## src/rtl/core/sed_pkg.sv

```systemverilog
// Shared types, constants and character helpers for the string escape decoder.
package sed_pkg;

	localparam int COUNT_BITS = 16;
	localparam int CHAR_BITS  = 8;
	localparam int CNT_OUT_BITS = 16;

	localparam logic [CHAR_BITS-1:0] CH_QUOTE  = 8'h22;
	localparam logic [CHAR_BITS-1:0] CH_BSLASH = 8'h5C;
	localparam logic [CHAR_BITS-1:0] CH_X      = 8'h78;
	localparam logic [CHAR_BITS-1:0] CH_N      = 8'h6E;
	localparam logic [CHAR_BITS-1:0] CH_NUL    = 8'h00;

	typedef enum logic [2:0] {
		MODE_IDLE = 3'd0,
		MODE_BODY = 3'd1,
		MODE_ESC  = 3'd2,
		MODE_HEX1 = 3'd3,
		MODE_HEX2 = 3'd4
	} mode_t;

	typedef enum logic [1:0] {
		ERR_NONE = 2'd0,
		ERR_HEX  = 2'd1,
		ERR_ESC  = 2'd2
	} err_t;

	typedef struct packed {
		mode_t                 mode;
		logic [3:0]            hex_hi;
		logic [COUNT_BITS-1:0] count;
	} ctx_t;

	typedef struct packed {
		logic [CHAR_BITS-1:0]    data_byte;
		logic                    byte_valid;
		logic                    string_end;
		logic [CNT_OUT_BITS-1:0] byte_count;
		err_t                    error_code;
	} result_t;

	// {ok, nibble}
	function automatic logic [4:0] hex_value(input logic [CHAR_BITS-1:0] c);
		logic [4:0] r;
		r = '0;
		if (c >= 8'h30 && c <= 8'h39)
			r = {1'b1, 4'(c - 8'h30)};
		else if (c >= 8'h61 && c <= 8'h66)
			r = {1'b1, 4'(c - 8'h57)};
		else if (c >= 8'h41 && c <= 8'h46)
			r = {1'b1, 4'(c - 8'h37)};
		return r;
	endfunction

	// {ok, byte} for single-character escapes
	function automatic logic [CHAR_BITS:0] escape_value(input logic [CHAR_BITS-1:0] c);
		logic [CHAR_BITS:0] r;
		r = '0;
		unique case (c)
			8'h30:     r = {1'b1, CH_NUL};
			CH_N:      r = {1'b1, 8'h0A};
			8'h72:     r = {1'b1, 8'h0D};
			8'h74:     r = {1'b1, 8'h09};
			8'h62:     r = {1'b1, 8'h08};
			8'h61:     r = {1'b1, 8'h07};
			8'h66:     r = {1'b1, 8'h0C};
			8'h76:     r = {1'b1, 8'h0B};
			CH_BSLASH: r = {1'b1, CH_BSLASH};
			CH_QUOTE:  r = {1'b1, CH_QUOTE};
			default:   r = '0;
		endcase
		return r;
	endfunction

endpackage

```

## src/rtl/core/sed_step.sv

```systemverilog
// Per-character decode: next context and result word from the current context.
module sed_step (
	input  sed_pkg::ctx_t               cur,
	input  logic [sed_pkg::CHAR_BITS-1:0] ch,
	output sed_pkg::ctx_t               nxt,
	output sed_pkg::result_t            res
);
	import sed_pkg::*;

	logic [4:0]           hx;
	logic [CHAR_BITS:0]   esc;

	assign hx  = hex_value(ch);
	assign esc = escape_value(ch);

	always_comb begin
		nxt = cur;
		res = '0;
		unique case (cur.mode)
			MODE_BODY: begin
				if (ch == CH_QUOTE) begin
					res.string_end = 1'b1;
					nxt.mode = MODE_IDLE;
				end else if (ch == CH_BSLASH) begin
					nxt.mode = MODE_ESC;
				end else begin
					res.data_byte  = ch;
					res.byte_valid = 1'b1;
				end
			end
			MODE_ESC: begin
				if (ch == CH_X) begin
					nxt.mode = MODE_HEX1;
				end else if (!esc[CHAR_BITS]) begin
					res.error_code = ERR_ESC;
					nxt.mode = MODE_IDLE;
				end else begin
					res.data_byte  = esc[CHAR_BITS-1:0];
					res.byte_valid = 1'b1;
					nxt.mode = MODE_BODY;
				end
			end
			MODE_HEX1: begin
				if (!hx[4]) begin
					res.error_code = ERR_HEX;
					nxt.mode = MODE_IDLE;
				end else begin
					nxt.hex_hi = hx[3:0];
					nxt.mode = MODE_HEX2;
				end
			end
			MODE_HEX2: begin
				if (!hx[4]) begin
					res.error_code = ERR_HEX;
					nxt.mode = MODE_IDLE;
				end else begin
					res.data_byte  = {cur.hex_hi, hx[3:0]};
					res.byte_valid = 1'b1;
					nxt.mode = MODE_BODY;
				end
			end
			default: begin
				// opening character: dropped, new string starts
				nxt.count  = '0;
				nxt.hex_hi = '0;
				nxt.mode   = MODE_BODY;
			end
		endcase
		if (res.byte_valid && nxt.count != '1)
			nxt.count = nxt.count + 1'b1;
		res.byte_count = CNT_OUT_BITS'(nxt.count);
	end

endmodule

```

## src/rtl/core/string_escape_decoder.sv

```systemverilog
// Top level of the string escape decoder: input register, decode, result register.
//
// Input channel: in_valid/in_ready carry one source character (ch) per word,
// opening quote first. Output channel: out_valid/out_ready carry one result
// word per character: data_byte/byte_valid for a decoded byte, string_end on
// the closing quote with the final byte_count, error_code on a bad escape.
// After an error or a closing quote the next character is taken as a new
// opening character and dropped.
// Pipeline: an accepted word goes into the input register, then through the
// decode into the result register, which drives out_valid. Throughput: one
// word per cycle while the receiver does not stall, set by the combinational
// decode between the input register and the result register; the context
// (mode, hex nibble, count) is updated as a word moves to the result register.
// Reset clears both stages and returns the context to awaiting an opening
// character with a zero count. When the receiver stalls, the result register
// holds and one more word is taken into the input register; in_ready then
// drops until the result drains.
module string_escape_decoder (
	input  logic                            clk,
	input  logic                            arst_n,
	input  logic                            in_valid,
	output logic                            in_ready,
	input  logic [sed_pkg::CHAR_BITS-1:0]   ch,
	output logic                            out_valid,
	input  logic                            out_ready,
	output logic [sed_pkg::CHAR_BITS-1:0]   data_byte,
	output logic                            byte_valid,
	output logic                            string_end,
	output logic [sed_pkg::CNT_OUT_BITS-1:0] byte_count,
	output logic [1:0]                      error_code
);
	import sed_pkg::*;

	logic                 valid_s1;
	logic [CHAR_BITS-1:0] ch_s1;
	logic                 valid_s2;
	result_t              res_s2;
	ctx_t                 ctx_q;
	ctx_t                 ctx_nxt;
	result_t              res_nxt;
	logic                 take_s2;
	logic                 adv_s1;

	assign take_s2  = !valid_s2 || out_ready;
	assign adv_s1   = valid_s1 && take_s2;
	assign in_ready = !valid_s1 || take_s2;

	sed_step u_step (
		.cur (ctx_q),
		.ch  (ch_s1),
		.nxt (ctx_nxt),
		.res (res_nxt)
	);

	always_ff @(posedge clk or negedge arst_n) begin
		if (!arst_n) begin
			valid_s1 <= 1'b0;
		end else if (in_ready) begin
			valid_s1 <= in_valid;
		end
	end

	always_ff @(posedge clk) begin
		if (in_valid && in_ready)
			ch_s1 <= ch;
	end

	always_ff @(posedge clk or negedge arst_n) begin
		if (!arst_n) begin
			valid_s2 <= 1'b0;
			ctx_q    <= '{mode: MODE_IDLE, hex_hi: '0, count: '0};
		end else begin
			if (take_s2)
				valid_s2 <= valid_s1;
			if (adv_s1)
				ctx_q <= ctx_nxt;
		end
	end

	always_ff @(posedge clk) begin
		if (adv_s1)
			res_s2 <= res_nxt;
	end

	assign out_valid  = valid_s2;
	assign data_byte  = res_s2.data_byte;
	assign byte_valid = res_s2.byte_valid;
	assign string_end = res_s2.string_end;
	assign byte_count = res_s2.byte_count;
	assign error_code = res_s2.error_code;

	a_end_no_byte: assert property (@(posedge clk) disable iff (!arst_n)
		out_valid |-> !(string_end && byte_valid))
		else $error("closing quote reported with a byte");

	a_err_no_byte: assert property (@(posedge clk) disable iff (!arst_n)
		(out_valid && error_code != ERR_NONE) |-> !byte_valid && !string_end)
		else $error("error word carries a byte or end mark");

	a_err_to_idle: assert property (@(posedge clk) disable iff (!arst_n)
		(adv_s1 && (res_nxt.error_code != ERR_NONE || res_nxt.string_end))
		|=> ctx_q.mode == MODE_IDLE)
		else $error("decoder did not return to await an opening character");

	a_no_byte_zero: assert property (@(posedge clk) disable iff (!arst_n)
		(out_valid && !byte_valid) |-> data_byte == '0)
		else $error("data byte nonzero without byte_valid");

endmodule
```

## config.mk

```make
export PLATFORM = sky130hd
export DESIGN_NAME = string_escape_decoder
export DESIGN_NICKNAME = d
export VERILOG_FILES = /design/src/rtl/core/sed_pkg.sv /design/src/rtl/core/sed_step.sv /design/src/rtl/core/string_escape_decoder.sv
export SDC_FILE = /design/constraint.sdc
export NUM_CORES = 1
export LEC_CHECK = 0
export ABC_AREA = 1
export BUFFER_PORTS_ARGS = -buffer_cell sky130_fd_sc_hd__buf_2
export CAP_MARGIN = 20
export CORE_MARGIN = 3
export CORE_UTILIZATION = 40
export CTS_BUF_LIST = sky130_fd_sc_hd__clkbuf_8
export DETAILED_ROUTE_END_ITERATION = 8
export SYNTH_ARGS = -nofsm -noshare
export SYNTH_HDL_FRONTEND = slang
export SYNTH_HIERARCHICAL = 1
export SYNTH_SLANG_ARGS = --single-unit
```

## constraint.sdc

```tcl
create_clock -name clk -period 3.2 [get_ports clk]
set_clock_uncertainty 0.05 [all_clocks]
set_input_delay 0.96 -clock clk [delete_from_list [all_inputs] [get_ports clk]]
set_output_delay 0.96 -clock clk [all_outputs]
set_load 0.005 [all_outputs]
```

==> flow_metrics.tcl, run 1 <==
set metrics [dict create \
    rsz0062_at_grt "no" \
    die_x_um 104 \
    drt_first_pass_iters 5 \
    timing.rr.start "ctx_q[20]" \
    drt_iter0_drc 214 \
    cts_buffers 9 \
    rr_endpoint "ctx_q[4]" \
    endpoint "ctx_q[4]" \
    power.density_nw_per_um2 554 \
    synth_cells 483 \
    grt_max_degree 26 \
    cts_hold_buf 0 \
    cap_violations 0 \
    ff2ff_path_depth 17 \
    vias 3123 \
    boundaryPins 42 \
    clk_latency_ns 0.34 \
    drcViolationCount 0 \
    layout_setup_ws_ns 0.430 \
    routed_wl_um 8520 \
    worst_slew_pin_slew_ns 0.585 \
    hold_viol_final 0 \
    track_usage_pct 16.4 \
    drive_gt1_share_pct 18.3 \
    utilization_pct 45.5 \
    cts_setup_buffers 0 \
    grt_pass1_wl_um 14400 \
    slew_headroom_pct 61.0 \
    synth-seq-area-share_pct 44.4 \
    cp_max_fo 15 \
    syn-mean-instance-area_um2 7.95 \
    fin_setup_tns_ns 0 \
    fmax_mhz 361 \
    area_growth_pct 10.0 \
    pre_cts_slack_ns 0.463 \
    final-seq-area_um2 1710 \
    cts-root-buf "clkbuf_8" \
    yosys_register_bits 61 \
    slew_violations 0 \
    grt_overflow 0 \
    syn_nets 501 \
    cp_data_required_time_ns 3.42 \
    viasPerCell 4.85 \
    path_class "flip-flop to flip-flop" \
    vdd_drop_max_uv 257 \
    period_needed_ns 2.77 \
    startpoint "ctx_q[20]" \
    path_clk_slew_ns 0.06 \
    hpwl_um 6120 \
    outcome "completed" \
    avgRoutedWirePerCell_um 13.2 \
    clock-sinks 61 \
    worstSetupStartpointType "flip-flop" \
    chipHeight_um 104 \
    clockBufferDepth 2 \
    cp.arrival_ns 2.99 \
    die_area_um2 10800 \
    start_util_pct 41.4 \
    postCtsResizedCells 0 \
    p_leak_nw 2.00 \
    io_buffers 41 \
    nFillCells 945 \
    antenna_found_initial 0 \
    cts_tree "built" \
    h-tree-depth 3 \
    yosysWarnings 6 \
    fin_nets 528 \
    finalSetupViolations 0 \
    globalplace.congestion 0.905 \
    reg2reg_slack_ns 0.43 \
    num_rows 35 \
    cp-end-kind "flip-flop" \
    multi_input_area_um2 1660 \
    grt_pass1_vias 2946 \
    final_antenna_net_count 0 \
    syn_area_um2 3840 \
    hp-class "flip-flop to flip-flop" \
    diodes 0 \
    ys_types 31 \
    core_area_um2 9280 \
    period_share_pct 86.6 \
]
## cell usage after synthesis (all sizes together)
cell type,n,area [um2]
inv,64,240
nand3,45,240
o211ai,3,22.5
nor2,50,275
xnor2,3,26.3
o221ai,3,26.3
nor3,8,40.0
nand2,177,716
ha,6,75.1
xor2,5,43.8
nand3b,2,18.8
dfrtp,25,626
o22ai,5,31.3
edfxtp,36,1080
o2111ai,1,8.76
buf,28,233
o21ai,6,41.3
nand4,13,81.3
a21oi,3,15.0
## cells by family after synthesis
logic type | count (synthesis) | share of synthesized area [%]
simple gates | 295 | 35.7
buf+inv | 92 | 12.3
flops | 61 | 44.4
compound gates | 21 | 3.78
xor+xnor | 8 | 1.82
fa+ha+maj | 6 | 1.95
## layout by cell type, fill, tap and decap left out, drive strengths merged
master and n:
nand2 177, inv 65, nor2 50, nand3 45
buf 44, edfxtp 36, dfrtp 25, nand4 13
clkbuf 10, nor3 8, ha 6, o21ai 6
o22ai 5, xor2 5, a21oi 3, o211ai 3
o221ai 3, xnor2 3, clkinv 3, bufinv 2
nand3b 2, o2111ai 1
## sequential cells by signal, indices dropped and copies added, names as in the netlist
| register | flops |
|---|---|
| byte_count | 16 |
| byte_valid | 1 |
| ch_s1 | 8 |
| ctx_q | 23 |
| data_byte | 8 |
| error_code | 2 |
| out_valid | 1 |
| string_end | 1 |
| valid_s1 | 1 |
## where the power goes
group | switching, W | internal, W | leakage (nW)
clock | 0.000299 | 0.000452 | 0.115
combinational | 0.000416 | 0.000170 | 1.19
sequential | 0.0000530 | 0.000949 | 0.695
total | 0.000768 | 0.00157 | 2.00
## critical path, cell delays in order (launching register included)
cell and delay (ns):
dfrtp_1 0.46, inv_1 0.08, nand3_2 0.12, nand2_2 0.11, nor2_4 0.30, nor2_1 0.13
ha_1 0.27, nand2_1 0.08, inv_1 0.04, nand2_1 0.11, inv_1 0.06, nand2_2 0.12
nor2_2 0.07, nor2_4 0.32, nand2_1 0.10, nand2_1 0.11, nand3_1 0.08, nand2_1 0.09
## area by class of cell
| cell class | instances | area share, % |
|---|---|---|
| Sequential cell | 61 | 40.4 |
| Clock buffer | 10 | 3.26 |
| Clock inverter | 6 | 1.84 |
| Multi-Input combinational cell | 330 | 39.3 |
| Tap cell | 129 | 3.82 |
| Timing Repair Buffer | 44 | 5.69 |
| Inverter | 64 | 5.69 |
## metrics by stage
stage	std cells	hold WS (ns)	instance area (um2)	power (W)
after floorplan	483	0.392	3840	0.00149
after global placement	628	0.406	4010	0.00159
after detailed placement	628	0.410	4010	0.00160
after CTS	644	0.426	4230	0.00236
after global routing	644	0.468	4230	0.00247
final	644	0.422	4230	0.00234
## how the worst min path moves through the flow
stage,start,endpoint,slack (ns),depth (start not counted)
after floorplan,ctx_q[0],ctx_q[0],0.39,2
after global placement,ctx_q[0],ctx_q[0],0.41,2
after detailed placement,ctx_q[0],ctx_q[0],0.41,2
after CTS,ctx_q[0],ctx_q[0],0.43,2
after global routing,ctx_q[9],ctx_q[9],0.47,2
final,ctx_q[0],ctx_q[0],0.42,2
## per-layer routing
| metal | part of all wire (%) | vias to the layer above | wire length [um] | global-route usage, % |
|---|---|---|---|---|
| met5 | 0 | - | 0 | 0 |
| met2 | 42 | 94 | 3550 | 23.3 |
| li1 | - | 1583 | - | - |
| met3 | 6.1 | 9 | 523 | 3.23 |
| met4 | 1.5 | 0 | 126 | 6.55 |
| met1 | 51 | 1437 | 4320 | 24.4 |
Note: power is estimated with default switching activity, not from simulation.
==> inputs of run 2 (changes only) <==
- CORE_UTILIZATION: 40 -> 35
==> run 2 against run 1 <==
Compared with the run above: combinational power fell by 2%; worst hold slack improved by 0.0018 ns; die area rose by 13%; worst setup slack improved by 0.022 ns; via count fell by 2.4%; sequential share of layout area rose by 0.56 points; clock power fell by 24%; count of clock-buffer cells in the layout did not move; final area fell by 1.4%; sequential cell count did not move; non-clock buffer count did not move; first-iteration DRC count rose by 14%; highest routed layer unchanged.
==> flow_metrics.tcl, run 2 (synthesized netlist as in run 1, its figures left out) <==
set metrics [dict create \
    diodes 0 \
    layout_commonest_cell "nand2_1" \
    clockPowerShare_pct 26.7 \
    area_growth_pct 8.50 \
    cp-end-kind "flip-flop" \
    worstSetupStartpointType "flip-flop" \
    finalSetupViolations 0 \
    largest_register_ff_count 23 \
    clock-sinks 61 \
    cts-root-buf "clkbuf_8" \
    path_class "flip-flop to flip-flop" \
    vdd_drop_max_uv 174 \
    h-tree-depth 3 \
    grt_pass1_vias 2961 \
    power_w 0.00215 \
    drt_first_pass_iters 4 \
    swShare_pct 34.7 \
    slew_violations 0 \
    p_switching_w 0.000745 \
    globalplace.congestion 0.889 \
    cpMostUsedCell "nand2_1" \
    hp-class "flip-flop to flip-flop" \
    antenna_found_initial 0 \
    cp_data_required_time_ns 3.44 \
    cp_max_fo 15 \
    postPlaceCellArea_um2 4010 \
    p_leak_nw 1.98 \
    boundaryPins 42 \
    final_antenna_net_count 0 \
    routed_wl_um 8640 \
    rsz0062_at_grt "no" \
    utilization_pct 39.7 \
    avgRoutedWirePerCell_um 13.3 \
    hpwl_um 6280 \
    power.density_nw_per_um2 515 \
    chipHeight_um 111 \
    period_needed_ns 2.75 \
    slowest_delay_ns 0.45 \
    clockBufferDepth 2 \
    drt_iter0_drc 244 \
    drcViolationCount 0 \
    period_share_pct 85.9 \
    die_area_um2 12300 \
    die_x_um 111 \
    cts_buffers 9 \
    num_rows 37 \
    vias 3048 \
    viasPerCell 4.68 \
    cp_cell_sequence "inv_1 -> nand3_2 -> nand2_2 -> nor2_4 -> nor2_1 -> ha_1 -> nand2_1 -> inv_1 -> nand2_1 -> inv_1 -> nand2_2 -> nor2_2 -> nor2_4 -> nand2_1 -> nand2_1 -> nand3_1 -> nand2_1" \
    top_register "ctx_q" \
    internal-power_w 0.00140 \
    final_cell_mix "166 x nand2_1, 65 x inv_1, 42 x nand3_1, 41 x buf_2, 36 x edfxtp_1" \
    start_util_pct 36.6 \
    crit_slowest_cell "dfrtp_1" \
    slew_headroom_pct 61.9 \
    pre_cts_slack_ns 0.468 \
    worst_slew_pin_slew_ns 0.572 \
    cts_setup_buffers 0 \
    combPwrFrac_pct 26.8 \
    io_buffers 41 \
    cts_hold_buf 0 \
    cap_violations 0 \
    fmax_mhz 364 \
    outcome "completed" \
    fin_nets 528 \
    grt_max_degree 28 \
    path_clk_slew_ns 0.07 \
    hold_viol_final 0 \
    cp.arrival_ns 2.99 \
    clk_latency_ns 0.35 \
    layout_setup_ws_ns 0.452 \
    postCtsResizedCells 0 \
    core_area_um2 10500 \
    track_usage_pct 14.7 \
    grt_overflow 0 \
    cts_tree "built" \
    power_frac_seq_pct 46.5 \
    drive_gt1_share_pct 17.7 \
    fin_setup_tns_ns 0 \
    final_area_um2 4170 \
    grt_pass1_wl_um 14600 \
]
[run 2: changes by cell type in the layout (fill, tap and decap cells not counted)]
| cell | delta |
|---|---|
| buf_4 | +1 |
| inv_1 | +3 |
| buf_12 | -1 |
| clkinv_2 | -1 |
| bufinv_16 | -2 |
[run 2: power groups by stage]
stage	combinational [W]	sequential, W	clock [W]
after floorplan	0.000475	0.00101	0
after global placement	0.000577	0.00101	0
after detailed placement	0.000583	0.00101	0
after CTS	0.000583	0.00100	0.000593
after global routing	0.000643	0.00101	0.000635
final	0.000575	0.000999	0.000573
[run 2: path summary, 6_finish.rpt]
path,depth (start not counted),slack (ns),start,to
worst max-delay path,17,0.45,ctx_q[20],ctx_q[3]
worst min-delay path,2,0.42,ctx_q[9],ctx_q[9]
worst max register to register,17,0.45,ctx_q[20],ctx_q[3]
worst min register to register,2,0.42,ctx_q[9],ctx_q[9]
max in group asynchronous,1,2.16,arst_n,ctx_q[0]
min in group asynchronous,1,0.55,arst_n,ctx_q[15]
[run 2: per-layer routing]
metal / routed length (um) / vias up / GRT usage [%]
li1: - / 1583 / -
met1: 4450 / 1378 / 21.0
met2: 3670 / 79 / 21.6
met3: 408 / 8 / 3.06
met4: 109 / 0 / 5.91
met5: 0 / - / 0
[run 2: through the flow]
step                instances  hold slack, ns
finish                    651           0.424
global route              651           0.445
global placement          635           0.408
floorplan                 483           0.392
detailed placement        635           0.410
CTS                       651           0.426
[run 2: final cells by class]
| type | count | area [um2] |
|---|---|---|
| inverter | 64 | 240 |
| clock inverter | 6 | 23.8 |
| sequential | 61 | 1710 |
| fill | 1069 | 6340 |
| timing repair buffer | 44 | 228 |
| clock buffer | 10 | 138 |
| tap | 136 | 170 |
| multi-input combinational | 330 | 1660 |
[run 2: worst max-delay path, delay by kind of cell, from the launching register on]
family	cells	cell delay, ns
flip-flops	1	0.45
AND/OR/NAND/NOR	13	1.72
adder cells (fa/ha/maj)	1	0.27
buffers and inverters	3	0.18
==> inputs of run 3 (changes only) <==
- CORE_UTILIZATION: 35 -> 30
==> run 3 against run 2 <==
Compared with the run above: critical path depth fell by 1; count of clock-buffer cells in the layout did not move; utilization fell by 5.3 points; combinational power rose by 1%; via count rose by 3.6%; worst setup slack improved by 0.035 ns; critical path type unchanged.
==> flow_metrics.tcl, run 3 (synthesized netlist as in run 1, its figures left out) <==
set metrics [dict create \
    cp_max_fo 15 \
    vdd_drop_max_uv 136 \
    placed_cells 667 \
    globalplace.congestion 0.886 \
    period_needed_ns 2.71 \
    cp_cell_sequence "inv_1 -> ha_1 -> inv_1 -> nor2_1 -> nand2_1 -> nand3_1 -> nor2_1 -> nand2_1 -> nand2_1 -> nand2_4 -> inv_1 -> nor2_4 -> nand2_1 -> nand2_1 -> nand3_1 -> nand2_1" \
    track_usage_pct 12.8 \
    cap_violations 0 \
    fin_setup_tns_ns 0 \
    antenna_found_initial 0 \
    drcViolationCount 0 \
    hold_viol_final 0 \
    path_class "flip-flop to flip-flop" \
    io_buffers 41 \
    boundaryPins 42 \
    cts_tree "built" \
    crit_slowest_cell "edfxtp_1" \
    drive_gt1_share_pct 17.7 \
    final_antenna_net_count 0 \
    hp-class "flip-flop to flip-flop" \
    grt_overflow 0 \
    fin_cells 683 \
    min_path_cells 2 \
    final_cell_mix "166 x nand2_1, 65 x inv_1, 42 x nand3_1, 41 x buf_2, 36 x edfxtp_1" \
    cts_setup_buffers 0 \
    cts_buffers 9 \
    top_register "ctx_q" \
    postCtsResizedCells 0 \
    utilization_pct 34.3 \
    cts_hold_buf 0 \
    cpMostUsedCell "nand2_1" \
    power.density_nw_per_um2 510 \
    largest_register_ff_count 23 \
    drt_first_pass_iters 5 \
    cp.depth 16 \
    slowest_delay_ns 0.51 \
    path_buf_inv 3 \
    clockBufferDepth 2 \
    die_x_um 119 \
    slew_headroom_pct 59.8 \
    fmax_mhz 369 \
    viasPerCell 4.62 \
    period_share_pct 84.8 \
    worstSetupStartpointType "flip-flop" \
    num_rows 40 \
    start_util_pct 31.3 \
    path_clk_slew_ns 0.06 \
    drt_iter0_drc 183 \
    worst_slew_pin_slew_ns 0.604 \
    clk_latency_ns 0.35 \
    rsz0062_at_grt "no" \
    die_area_um2 14200 \
    layout_commonest_cell "nand2_1" \
    grt_pass1_vias 3023 \
    routed_wl_um 8720 \
    hpwl_um 6340 \
    cp_data_required_time_ns 3.44 \
    holdWs_ns 0.420 \
    cpLargestDelayFamily "simple AND/OR/NAND/NOR gates" \
    p_leak_nw 1.98 \
    grt_pass1_wl_um 14600 \
    cp.arrival_ns 2.95 \
    finalSetupViolations 0 \
    cts-root-buf "clkbuf_8" \
    ff2ff_path_depth 16 \
    chipHeight_um 119 \
    diodes 0 \
    h-tree-depth 3 \
    cp-end-kind "flip-flop" \
    vias 3158 \
    grt_max_degree 29 \
    avgRoutedWirePerCell_um 12.8 \
    fin_nets 528 \
    core_area_um2 12300 \
    outcome "completed" \
    area_growth_pct 9.54 \
    slew_violations 0 \
    clock-sinks 61 \
]
## run 3: cell counts in the layout (fill, tap and decap cells not counted)
Identical to the previous run, type by type.
## run 3: area by class of cell
cell class | count | area, um2
Clock inverter | 6 | 23.8
Timing Repair Buffer | 44 | 228
Tap cell | 168 | 210
Sequential cell | 61 | 1710
Fill cell | 1290 | 8050
Clock buffer | 10 | 138
Inverter | 64 | 240
Multi-Input combinational cell | 330 | 1660
## run 3: metal layers
metal	routed length, um	share of wire [%]	global-route usage [%]	up-vias
met3	438	5.0	2.37	16
met2	3930	45	19.6	84
met1	4130	47	17.0	1465
li1	-	-	-	1593
met4	224	2.6	6.95	0
met5	0	0	0	-
## run 3: metrics by stage
| step | area, um2 | setup WS (ns) | total power, W |
|---|---|---|---|
| after floorplan | 3840 | 0.495 | 0.00149 |
| after global placement | 4050 | 0.558 | 0.00159 |
| after detailed placement | 4050 | 0.553 | 0.00160 |
| after CTS | 4210 | 0.536 | 0.00218 |
| after global routing | 4210 | 0.218 | 0.00228 |
| final | 4210 | 0.488 | 0.00215 |
## run 3: where the power goes
group / internal, W / switching, W / total (W)
Sequential: 0.000950 / 0.0000492 / 0.000999
Combinational: 0.000165 / 0.000416 / 0.000581
Clock: 0.000286 / 0.000280 / 0.000567
## run 3: final timing paths
path / start / end / slack [ns]
worst max-delay path: ch_s1[0] / ctx_q[4] / 0.49
worst min-delay path: ctx_q[0] / ctx_q[0] / 0.42
worst min register to register: ctx_q[0] / ctx_q[0] / 0.42
min in group asynchronous: arst_n / ctx_q[6] / 0.57
max in group asynchronous: arst_n / ctx_q[16] / 2.13
worst max register to register: ch_s1[0] / ctx_q[4] / 0.49
## run 3: tightest hold or removal path, cell delays in order (launching register included)
cell     delay, ns
dfrtp_1       0.34
nand2_1       0.05
nand2_1       0.04
